==> src/rtl/cfb_pkg.sv <==
// ----------------------------------------------------------------------------
// cfb_pkg: shared types, constants and function of the command frame builder
// Byte select codes, controller/datapath bundles and the CRC-16 byte update.
// ----------------------------------------------------------------------------
package cfb_pkg;

    localparam int DefMaxArgs  = 4;   // default argument slots
    localparam int ArgFields   = 4;   // argument fields on the input port
    localparam int CountWidth  = 3;

    localparam logic [7:0]  SyncHi   = 8'hEB;
    localparam logic [7:0]  SyncLo   = 8'h90;
    localparam logic [7:0]  TermByte = 8'hC5;
    localparam logic [15:0] CrcPoly  = 16'h8408;

    // byte select codes
    typedef logic [3:0] t_sel;
    localparam t_sel SEL_SYNC_HI = 4'd0;
    localparam t_sel SEL_SYNC_LO = 4'd1;
    localparam t_sel SEL_CODE_HI = 4'd2;
    localparam t_sel SEL_CODE_LO = 4'd3;
    localparam t_sel SEL_ZERO    = 4'd4;
    localparam t_sel SEL_COUNT   = 4'd5;
    localparam t_sel SEL_ARG     = 4'd6;
    localparam t_sel SEL_CRC_HI  = 4'd7;
    localparam t_sel SEL_CRC_LO  = 4'd8;
    localparam t_sel SEL_TERM    = 4'd9;

    // controller -> datapath
    typedef struct packed {
        logic load;       // latch a new command, clear CRC
        logic emit;       // put the selected byte into the output register
        logic feed;       // run the emitted byte through the CRC
        logic last;       // emitted byte ends the frame
        logic arg_shift;  // next byte of the current argument
        logic arg_next;   // move to the next argument
        t_sel sel;
    } t_dp_cmd;

    // datapath -> controller
    typedef struct packed {
        logic                  out_free;  // output register can take a byte
        logic [CountWidth-1:0] count;     // clamped argument count
    } t_dp_stat;

    // CRC-16 KERMIT, reflected, one byte
    function automatic logic [15:0] crc_byte(input logic [15:0] crc, input logic [7:0] b);
        logic [15:0] c;
        c = crc ^ {8'h00, b};
        for (int k = 0; k < 8; k++) begin
            if (c[0]) begin
                c = (c >> 1) ^ CrcPoly;
            end else begin
                c = c >> 1;
            end
        end
        return c;
    endfunction

endpackage

==> src/rtl/cfb_ctrl.sv <==
// ----------------------------------------------------------------------------
// cfb_ctrl: frame sequencer
// Walks header, arg and tail bytes: one byte command per cycle unless stalled.
// ----------------------------------------------------------------------------
module cfb_ctrl (
    input  logic               i_clk,
    input  logic               i_rst_n,
    input  logic               i_in_valid,
    output logic               o_in_stall,
    input  cfb_pkg::t_dp_stat  i_stat,
    output cfb_pkg::t_dp_cmd   o_cmd
);

    localparam logic [1:0] S_IDLE = 2'd0;
    localparam logic [1:0] S_HEAD = 2'd1;
    localparam logic [1:0] S_ARG  = 2'd2;
    localparam logic [1:0] S_TAIL = 2'd3;

    logic [1:0] r_state, n_state;
    logic [2:0] r_pos, n_pos;            // header 0..5, tail 0..3
    logic [1:0] r_bidx, n_bidx;          // byte within argument
    logic [cfb_pkg::CountWidth-1:0] r_left, n_left;

    always_comb begin
        n_state = r_state;
        n_pos   = r_pos;
        n_bidx  = r_bidx;
        n_left  = r_left;
        o_cmd   = '0;
        o_cmd.sel = cfb_pkg::SEL_ZERO;
        unique case (r_state)
            S_IDLE: begin
                if (i_in_valid) begin
                    o_cmd.load = 1'b1;
                    n_state    = S_HEAD;
                    n_pos      = 3'd0;
                end
            end
            S_HEAD: begin
                unique case (r_pos)
                    3'd0:    o_cmd.sel = cfb_pkg::SEL_SYNC_HI;
                    3'd1:    o_cmd.sel = cfb_pkg::SEL_SYNC_LO;
                    3'd2:    o_cmd.sel = cfb_pkg::SEL_CODE_HI;
                    3'd3:    o_cmd.sel = cfb_pkg::SEL_CODE_LO;
                    3'd4:    o_cmd.sel = cfb_pkg::SEL_ZERO;
                    default: o_cmd.sel = cfb_pkg::SEL_COUNT;
                endcase
                if (i_stat.out_free) begin
                    o_cmd.emit = 1'b1;
                    o_cmd.feed = 1'b1;
                    if (r_pos == 3'd5) begin
                        n_pos = 3'd0;
                        if (i_stat.count != '0) begin
                            n_state = S_ARG;
                            n_left  = i_stat.count;
                            n_bidx  = 2'd0;
                        end else begin
                            n_state = S_TAIL;
                        end
                    end else begin
                        n_pos = r_pos + 3'd1;
                    end
                end
            end
            S_ARG: begin
                o_cmd.sel = cfb_pkg::SEL_ARG;
                if (i_stat.out_free) begin
                    o_cmd.emit = 1'b1;
                    o_cmd.feed = 1'b1;
                    n_bidx     = r_bidx + 2'd1;
                    if (r_bidx == 2'd3) begin
                        o_cmd.arg_next = 1'b1;
                        n_left         = r_left - cfb_pkg::CountWidth'(1);
                        if (r_left == cfb_pkg::CountWidth'(1)) begin
                            n_state = S_TAIL;
                            n_pos   = 3'd0;
                        end
                    end else begin
                        o_cmd.arg_shift = 1'b1;
                    end
                end
            end
            S_TAIL: begin
                unique case (r_pos[1:0])
                    2'd0:    o_cmd.sel = cfb_pkg::SEL_CRC_HI;
                    2'd1:    o_cmd.sel = cfb_pkg::SEL_CRC_LO;
                    default: o_cmd.sel = cfb_pkg::SEL_TERM;
                endcase
                if (i_stat.out_free) begin
                    o_cmd.emit = 1'b1;
                    if (r_pos[1:0] == 2'd3) begin
                        o_cmd.last = 1'b1;
                        n_state    = S_IDLE;
                        n_pos      = 3'd0;
                    end else begin
                        n_pos = r_pos + 3'd1;
                    end
                end
            end
            default: n_state = S_IDLE;
        endcase
    end

    assign o_in_stall = (r_state != S_IDLE);

    always_ff @(posedge i_clk) begin
        if (!i_rst_n) begin
            r_state <= S_IDLE;
            r_pos   <= 3'd0;
            r_bidx  <= 2'd0;
            r_left  <= '0;
        end else begin
            r_state <= n_state;
            r_pos   <= n_pos;
            r_bidx  <= n_bidx;
            r_left  <= n_left;
        end
    end

endmodule

==> src/rtl/cfb_datapath.sv <==
// ----------------------------------------------------------------------------
// cfb_datapath: command hold registers, byte mux, CRC and output register
// Arguments sit in a shift line; the head word is sent MSB byte first.
// ----------------------------------------------------------------------------
module cfb_datapath #(
    parameter int MAX_ARGS = cfb_pkg::DefMaxArgs
) (
    input  logic                          i_clk,
    input  logic                          i_rst_n,
    input  cfb_pkg::t_dp_cmd              i_cmd,
    output cfb_pkg::t_dp_stat             o_stat,
    input  logic [15:0]                   i_command_code,
    input  logic [cfb_pkg::CountWidth-1:0] i_arg_count,
    input  logic signed [31:0]            i_arg_zero,
    input  logic signed [31:0]            i_arg_one,
    input  logic signed [31:0]            i_arg_two,
    input  logic signed [31:0]            i_arg_three,
    input  logic                          i_out_stall,
    output logic                          o_out_valid,
    output logic [7:0]                    o_frame_byte,
    output logic                          o_last_byte
);

    logic [15:0]                    r_code;
    logic [cfb_pkg::CountWidth-1:0] r_count;
    logic [31:0]                    r_args [MAX_ARGS];
    logic [31:0]                    arg_in [cfb_pkg::ArgFields];
    logic [15:0]                    r_crc;
    logic                           r_valid;
    logic [7:0]                     r_byte;
    logic                           r_last;
    logic [7:0]                     byte_sel;

    assign arg_in[0] = i_arg_zero;
    assign arg_in[1] = i_arg_one;
    assign arg_in[2] = i_arg_two;
    assign arg_in[3] = i_arg_three;

    always_comb begin
        unique case (i_cmd.sel)
            cfb_pkg::SEL_SYNC_HI: byte_sel = cfb_pkg::SyncHi;
            cfb_pkg::SEL_SYNC_LO: byte_sel = cfb_pkg::SyncLo;
            cfb_pkg::SEL_CODE_HI: byte_sel = r_code[15:8];
            cfb_pkg::SEL_CODE_LO: byte_sel = r_code[7:0];
            cfb_pkg::SEL_COUNT:   byte_sel = {{(8-cfb_pkg::CountWidth){1'b0}}, r_count};
            cfb_pkg::SEL_ARG:     byte_sel = r_args[0][31:24];
            cfb_pkg::SEL_CRC_HI:  byte_sel = r_crc[15:8];
            cfb_pkg::SEL_CRC_LO:  byte_sel = r_crc[7:0];
            cfb_pkg::SEL_TERM:    byte_sel = cfb_pkg::TermByte;
            default:              byte_sel = 8'h00;
        endcase
    end

    // command hold: count saturates at MAX_ARGS, slots past the port read zero
    always_ff @(posedge i_clk) begin
        if (i_cmd.load) begin
            r_code <= i_command_code;
            if (int'(i_arg_count) > MAX_ARGS) begin
                r_count <= cfb_pkg::CountWidth'(MAX_ARGS);
            end else begin
                r_count <= i_arg_count;
            end
            for (int i = 0; i < MAX_ARGS; i++) begin
                r_args[i] <= (i < cfb_pkg::ArgFields) ? arg_in[i % cfb_pkg::ArgFields]
                                                      : 32'h0;
            end
        end else if (i_cmd.arg_next) begin
            for (int i = 0; i < MAX_ARGS - 1; i++) begin
                r_args[i] <= r_args[i+1];
            end
            r_args[MAX_ARGS-1] <= 32'h0;
        end else if (i_cmd.arg_shift) begin
            r_args[0] <= {r_args[0][23:0], 8'h00};
        end
    end

    always_ff @(posedge i_clk) begin
        if (!i_rst_n) begin
            r_crc <= 16'h0000;
        end else if (i_cmd.load) begin
            r_crc <= 16'h0000;
        end else if (i_cmd.emit && i_cmd.feed) begin
            r_crc <= cfb_pkg::crc_byte(r_crc, byte_sel);
        end
    end

    // output register
    always_ff @(posedge i_clk) begin
        if (!i_rst_n) begin
            r_valid <= 1'b0;
        end else if (i_cmd.emit) begin
            r_valid <= 1'b1;
        end else if (!i_out_stall) begin
            r_valid <= 1'b0;
        end
    end

    always_ff @(posedge i_clk) begin
        if (i_cmd.emit) begin
            r_byte <= byte_sel;
            r_last <= i_cmd.last;
        end
    end

    assign o_stat.out_free = !r_valid || !i_out_stall;
    assign o_stat.count    = r_count;
    assign o_out_valid     = r_valid;
    assign o_frame_byte    = r_byte;
    assign o_last_byte     = r_last;

endmodule

==> src/rtl/command_frame_builder_crc16.sv <==
// ----------------------------------------------------------------------------
// A command transfer latches the hold registers; the sequencer then emits the
// first frame byte into the output register, and bytes follow one per cycle
// when not stalled. A new command is taken only while the sequencer is idle,
// once the final byte of the previous frame has entered the output register.
// Reset: synchronous, active low; clears the sequencer, CRC and output valid.
// ----------------------------------------------------------------------------
// command_frame_builder_crc16: serial command frame builder
// Frame: EB 90, code (BE16), count (BE16), args (BE32 each), CRC-16 KERMIT
// (reflected 0x8408, init 0, high byte first), C5 C5 with last on the final byte.
// ----------------------------------------------------------------------------
module command_frame_builder_crc16 #(
    parameter int MAX_ARGS = cfb_pkg::DefMaxArgs   // 1..8
) (
    input  logic                           i_clk,
    input  logic                           i_rst_n,
    // command transfer
    input  logic                           i_in_valid,
    output logic                           o_in_stall,
    input  logic [15:0]                    i_command_code,
    input  logic [cfb_pkg::CountWidth-1:0] i_arg_count,
    input  logic signed [31:0]             i_arg_zero,
    input  logic signed [31:0]             i_arg_one,
    input  logic signed [31:0]             i_arg_two,
    input  logic signed [31:0]             i_arg_three,
    // byte transfer
    output logic                           o_out_valid,
    input  logic                           i_out_stall,
    output logic [7:0]                     o_frame_byte,
    output logic                           o_last_byte
);

    cfb_pkg::t_dp_cmd  dp_cmd;
    cfb_pkg::t_dp_stat dp_stat;

    // Sequencer: takes a command only when idle. The last byte of a frame may
    // still wait in the output register while the next command transfers.
    cfb_ctrl u_ctrl (
        .i_clk      (i_clk),
        .i_rst_n    (i_rst_n),
        .i_in_valid (i_in_valid),
        .o_in_stall (o_in_stall),
        .i_stat     (dp_stat),
        .o_cmd      (dp_cmd)
    );

    // Datapath: hold registers, byte mux, bytewise CRC, output register.
    cfb_datapath #(
        .MAX_ARGS (MAX_ARGS)
    ) u_datapath (
        .i_clk          (i_clk),
        .i_rst_n        (i_rst_n),
        .i_cmd          (dp_cmd),
        .o_stat         (dp_stat),
        .i_command_code (i_command_code),
        .i_arg_count    (i_arg_count),
        .i_arg_zero     (i_arg_zero),
        .i_arg_one      (i_arg_one),
        .i_arg_two      (i_arg_two),
        .i_arg_three    (i_arg_three),
        .i_out_stall    (i_out_stall),
        .o_out_valid    (o_out_valid),
        .o_frame_byte   (o_frame_byte),
        .o_last_byte    (o_last_byte)
    );

endmodule
==> config.mk <==
export PLATFORM = sky130hd
export DESIGN_NAME = command_frame_builder_crc16
export DESIGN_NICKNAME = d
export VERILOG_FILES = /design/src/rtl/cfb_pkg.sv /design/src/rtl/cfb_ctrl.sv /design/src/rtl/cfb_datapath.sv /design/src/rtl/command_frame_builder_crc16.sv
export SDC_FILE = /design/constraint.sdc
export NUM_CORES = 1
export LEC_CHECK = 0
export ABC_AREA = 1
export BUFFER_PORTS_ARGS = -buffer_cell sky130_fd_sc_hd__buf_4
export CAP_MARGIN = 20
export CORE_ASPECT_RATIO = 0.75
export CORE_MARGIN = 2
export CORE_UTILIZATION = 40
export DETAILED_ROUTE_END_ITERATION = 6
export GPL_TIMING_DRIVEN = 0
export SLEW_MARGIN = 0
export SYNTH_ARGS = -nofsm -noshare
export SYNTH_HDL_FRONTEND = slang
export SYNTH_SLANG_ARGS = --single-unit
export TNS_END_PERCENT = 30
==> constraint.sdc <==
create_clock -name i_clk -period 25.8 [get_ports i_clk]
set_input_delay 3.87 -clock i_clk [delete_from_list [all_inputs] [get_ports i_clk]]
set_output_delay 3.87 -clock i_clk [all_outputs]
set_load 0.005 [all_outputs]
# Word level (Yosys, flattened, before mapping)
# Memory sizes are Yosys's and may differ from the RTL's.
# Index checks and enable logic that the tools add are counted.
[op_classes] div=0 eq_ne=30 addsub=3 mul=0 n_mux=90 bitwise_logic=15 order_cmp=1 shift=0 reduce_logical=18
[ops] operator="$mux 16" n=29
[ops] operator="$mux 32" n=5
[ops] operator="$pmux 8 s9" n=1
[ops] operator="$mux 3" n=13
[ops] operator="$mux 2" n=15
[ops] operator="$not 2->3" n=8
[ops] operator="$mux 1" n=19
[ops] operator="$xor 16x8->16" n=1
[ops] operator="$pmux 3 s5" n=1
[ops] operator="$eq 4x3->1 const B" n=3
[ops] operator="$ne 2x1->1 const B" n=6
[ops] operator="$pmux 3 s4" n=1
[ops] operator="$pmux 4 s3" n=1
[ops] operator="$reduce_and 6->1" n=2
[ops] operator="$eq 2x2->1 const B" n=4
[ops] operator="$eq 4x2->1 const B" n=2
[ops] operator="$eq 4x4->1 const B" n=2
[ops] operator="$ne 2x2->1 const B" n=4
[ops] operator="$pmux 2 s4" n=1
[ops] operator="$pmux 4 s2" n=1
[ops] operator="$reduce_and 8->1" n=1
[ops] operator="$eq 3x1->1 const B" n=2
[ops] operator="$eq 3x2->1 const B" n=2
[ops] operator="$eq 3x3->1 const B" n=2
[ops] operator="other kinds (22)" n=31
[totals] reg_bits=55 n_memories=1 elab_cells=168 latchBits=0 ramBits=128 out_inout_bits=11 rom_bits=0
[mem_list] memory="u_datapath.r_args" depth=4 word_bits=32 read_ports=4 rd_clocked_by_memory_dff=0 write_ports=4 line_no="cfb_datapath.sv:26" source="logic [31:0] r_args [MAX_ARGS];"

# Longest topological paths before layout
[depth] ltp_word=43 ltp_mapped=22 mapped_depth_nobuf=21

# By module
# A second synthesis with hierarchy kept.
[unflattened] cells_unflattened=1030 area_unflattened_um2=8951.1
[modules_own_cells] module="cfb_datapath" cells_each=881 area_each_um2=7965.1 seq_area_each_um2=5024.8 instances=1
[modules_own_cells] module="cfb_ctrl" cells_each=149 area_each_um2=985.9 seq_area_each_um2=200.2 instances=1

# Least setup slack after synthesis
# OpenSTA, ideal clock, no wires.
[synth_timing] kind="input port to flip-flop" startpoint="input port i_out_stall" endpoint="memory u_datapath.r_args[1][0], in the netlist u_datapath.r_args[0][32], enable pin" arrival_time_ps=10904 slack_ps=14213 stages=5 path_buffers=0 cell_sequence="nand2_1 -> inv_1 -> nor2_1 -> inv_1 -> o21ai_0"
[synth_lines] element="start, declared" line_no="command_frame_builder_crc16.sv:28" source="input logic i_out_stall,"
[synth_lines] element="end, declared" line_no="cfb_datapath.sv:26"

==> impl_metrics.csv <==
group,metric,value,unit
run_status,status,"completed",
synthesis,syn_area,9170,µm²
global_routing,grt_max_degree,35,
critical_path,path_class,"input port to flop",
pwr,pwr-share-seq,0.384,
pwr,p_per_area,102,nW/µm²
critical_path,worstPathRequired,25.98,ns
pwr,switching_share,0.378,
cells_and_area,synthToLayoutAreaGrowth,24.9,%
run,maxCapViolCount,0,
clock_network,cts_tree,"yes",
timing,whs,0.480,ns
floorplanning,die-width,179,µm
synthesis,yosysWarnings,0,
routing,routed_wl,22200,µm
pwr,internal_power,730,µW
cells_and_area,layout_common_cells,"329 x nand2_1, 161 x buf_4, 156 x edfxtp_1",
global_routing,antenna_found_initial,1,
floorplanning,rows,47,
routing,num_vias,6970,
clock_network,clockBufferDepth,2,
timing,hold_violations,0,
synthesis,synth_edf_count,156,
cells_and_area,fillers,2085,
floorplanning,die_area,24200,µm²
timing,finClkSkew,0.0140,ns
clock_network,numCtsBuffers,17,
place,place.gp.congestion,0.836,
floorplanning,io_pins,162,
timing,finalMaxSlewViolations,0,
timing,tightest_slew,0.962,ns
timing,grt_setup_unrepaired,"no",
clock_network,cts_resized,0,
global_routing,overflow,0,
routing,via_per_inst,4.69,
synthesis,syn_nets,1162,
routing,firstDrtPassIters,4,
critical_path,crit_path_end_kind,"flop",
cells_and_area,final_layout_size_suffix_gt1_frac,0.245,
routing,drtAntennaViolNets,0,
place,pre_cts_slack,19.13,ns
cells_and_area,layout_commonest_cell,"nand2_1",
pwr,p_leak,5.09,nW
routing,drc,0,
synthesis,synth_cells,995,
routing,drtIter0Drc,441,
floorplanning,initial_core_util,0.411,
timing,tns,0,ns
floorplanning,chipHeight,135,µm
cells_and_area,nets,1346,
routing,wire_per_inst,15.0,µm
synthesis,synth.avg_cell_area,9.22,µm²
clock_network,cts_sinks,183,
pwr,power.total,1.17,mW
timing,fin_crit,6.20,ns
timing,setup_viol,0,
pwr,comb_power_share,0.385,
timing,timing.final.crit_share,0.240,
clock_network,cts.clk_slew.worst_paths,0.07,ns
critical_path,path_max_fanout,22,
synthesis,yosys_most_used_dff,"edfxtp_1",
critical_path,startpoint_type,"input port",
clock_network,root_buffer,"clkbuf_16",
critical_path,arrival,6.38,ns
synthesis,synthArstFlopShare,0,
pwr,switchingPower,444,µW
clock_network,worstSkewPairLatency,0.44,ns
global_routing,grt_pass1_vias,6836,
pwr,p_clk_frac,0.232,
worst_hold_path,hold_path_class,"flop to flop",
timing,fmax,161,MHz
global_routing,grtUsageTotal,0.194,
cells_and_area,seq_area,5230,µm²
cells_and_area,multiInputGateArea,3390,µm²
synthesis,synth_cell_types,46,
timing,fin_ws,19.60,ns
synthesis,yosysSeqAreaShare,0.570,
place,dp_hpwl,16900,µm
floorplanning,core,22300,µm²
synthesis,ys_seq_elements,183,
clock_network,cts_post_setup_buffers_inserted,0,
clock_network,h-tree-depth,4,
timing,slew_headroom,0.356,
place,port_buffers,161,
clock_network,postCtsHoldBufs,0,
pwr,vdd_ir_drop_max,0.0475,mV
global_routing,grt_pass1_wl,35400,µm
cell families (layout without fill, tap and decap cells):
logic type | after synthesis | count (layout) | synth area share
buf+inv | 138 | 335 | 0.0617
fa+ha+maj | 16 | 16 | 0.0218
simple gates | 544 | 544 | 0.276
xor+xnor | 3 | 3 | 0.00287
other cells | 0 | 1 | 0
flops | 183 | 183 | 0.570
compound gates | 111 | 111 | 0.0674
layout make-up:
| cell class | instances | share of cell area |
|---|---|---|
| tap | 294 | 0.0321 |
| multi-input combinational | 674 | 0.296 |
| buffer | 39 | 0.0167 |
| sequential | 183 | 0.456 |
| clock inverter | 12 | 0.0143 |
| timing repair buffer | 165 | 0.114 |
| clock buffer | 20 | 0.0381 |
| antenna | 1 | 0.000218 |
| inverter | 99 | 0.0327 |
final timing paths:
path                                  start                            endpoint  slack (ns)  cells past startpoint
max                              i_in_valid  u_datapath.r_args[0][40]$_DFFE_PP_       19.60                      9
min           u_ctrl.r_bidx[1]$_SDFFE_PN0P_       u_ctrl.r_bidx[1]$_SDFFE_PN0P_        0.48                      2
max reg2reg  u_ctrl.r_state[0]$_SDFFE_PN0P_  u_datapath.r_args[0][40]$_DFFE_PP_       22.35                     10
min reg2reg   u_ctrl.r_bidx[1]$_SDFFE_PN0P_       u_ctrl.r_bidx[1]$_SDFFE_PN0P_        0.48                      2
sequential cells by signal (all words and copies together) (netlist names):
signal and flops:
u_ctrl.r_bidx 2, u_ctrl.r_state 2, u_datapath.r_code 16, u_ctrl.r_left 3, u_datapath.r_args 128, u_datapath.r_crc 16, u_datapath.o_out_valid 1, u_datapath.o_last_byte 1
u_ctrl.r_pos 3, u_datapath.r_count 3, u_datapath.o_frame_byte 8
cells in the mapped netlist, drive strengths merged, types with 2 or more instances:
library cell,instances,area share
a21oi,74,0.044
a211oi,3,0.0025
buf,7,0.0076
xor2,3,0.0029
dfxtp,27,0.059
o21a,2,0.0016
clkbuf,32,0.013
nor4,3,0.0020
inv,98,0.040
nor2,93,0.050
edfxtp,156,0.51
nand3,74,0.051
nor3,4,0.0034
ha,16,0.022
o21ai,26,0.015
a31oi,2,0.0014
nand2,365,0.17
per-layer routing:
| metal | vias to the layer above | share of wire | GRT usage |
|---|---|---|---|
| li1 | 3627 | - | - |
| met1 | 3124 | 0.47 | 0.270 |
| met2 | 199 | 0.43 | 0.289 |
| met3 | 20 | 0.084 | 0.0676 |
| met4 | 0 | 0.013 | 0.0497 |
| met5 | - | 0 | 0 |
worst max-delay path, cell delays in order:
cell and delay [ns]:
buf_4 0.11, nand2_1 0.17, inv_1 0.46, nor3_1 0.54, clkinv_1 0.34, clkbuf_1 0.35
clkbuf_1 0.32, nand2_1 0.13, nand2_1 0.08
power by group through the flow:
| stage | logic [mW] | registers, mW | clock network, mW |
|---|---|---|---|
| after floorplan | 0.310 | 0.466 | 0 |
| after global placement | 0.425 | 0.480 | 0 |
| after detailed placement | 0.451 | 0.457 | 0 |
| after CTS | 0.452 | 0.451 | 0.276 |
| after global routing | 0.501 | 0.458 | 0.290 |
| final | 0.452 | 0.451 | 0.272 |
stage by stage:
step                      instances  cell area [µm²]   util
after global placement         1450            10700  0.482
after CTS                      1486            11500  0.514
after floorplan                 995             9170      -
after global routing           1486            11500  0.514
after detailed placement       1454            10900  0.487
final                          1487            11500  0.514
(Power assumes the default switching activity.)
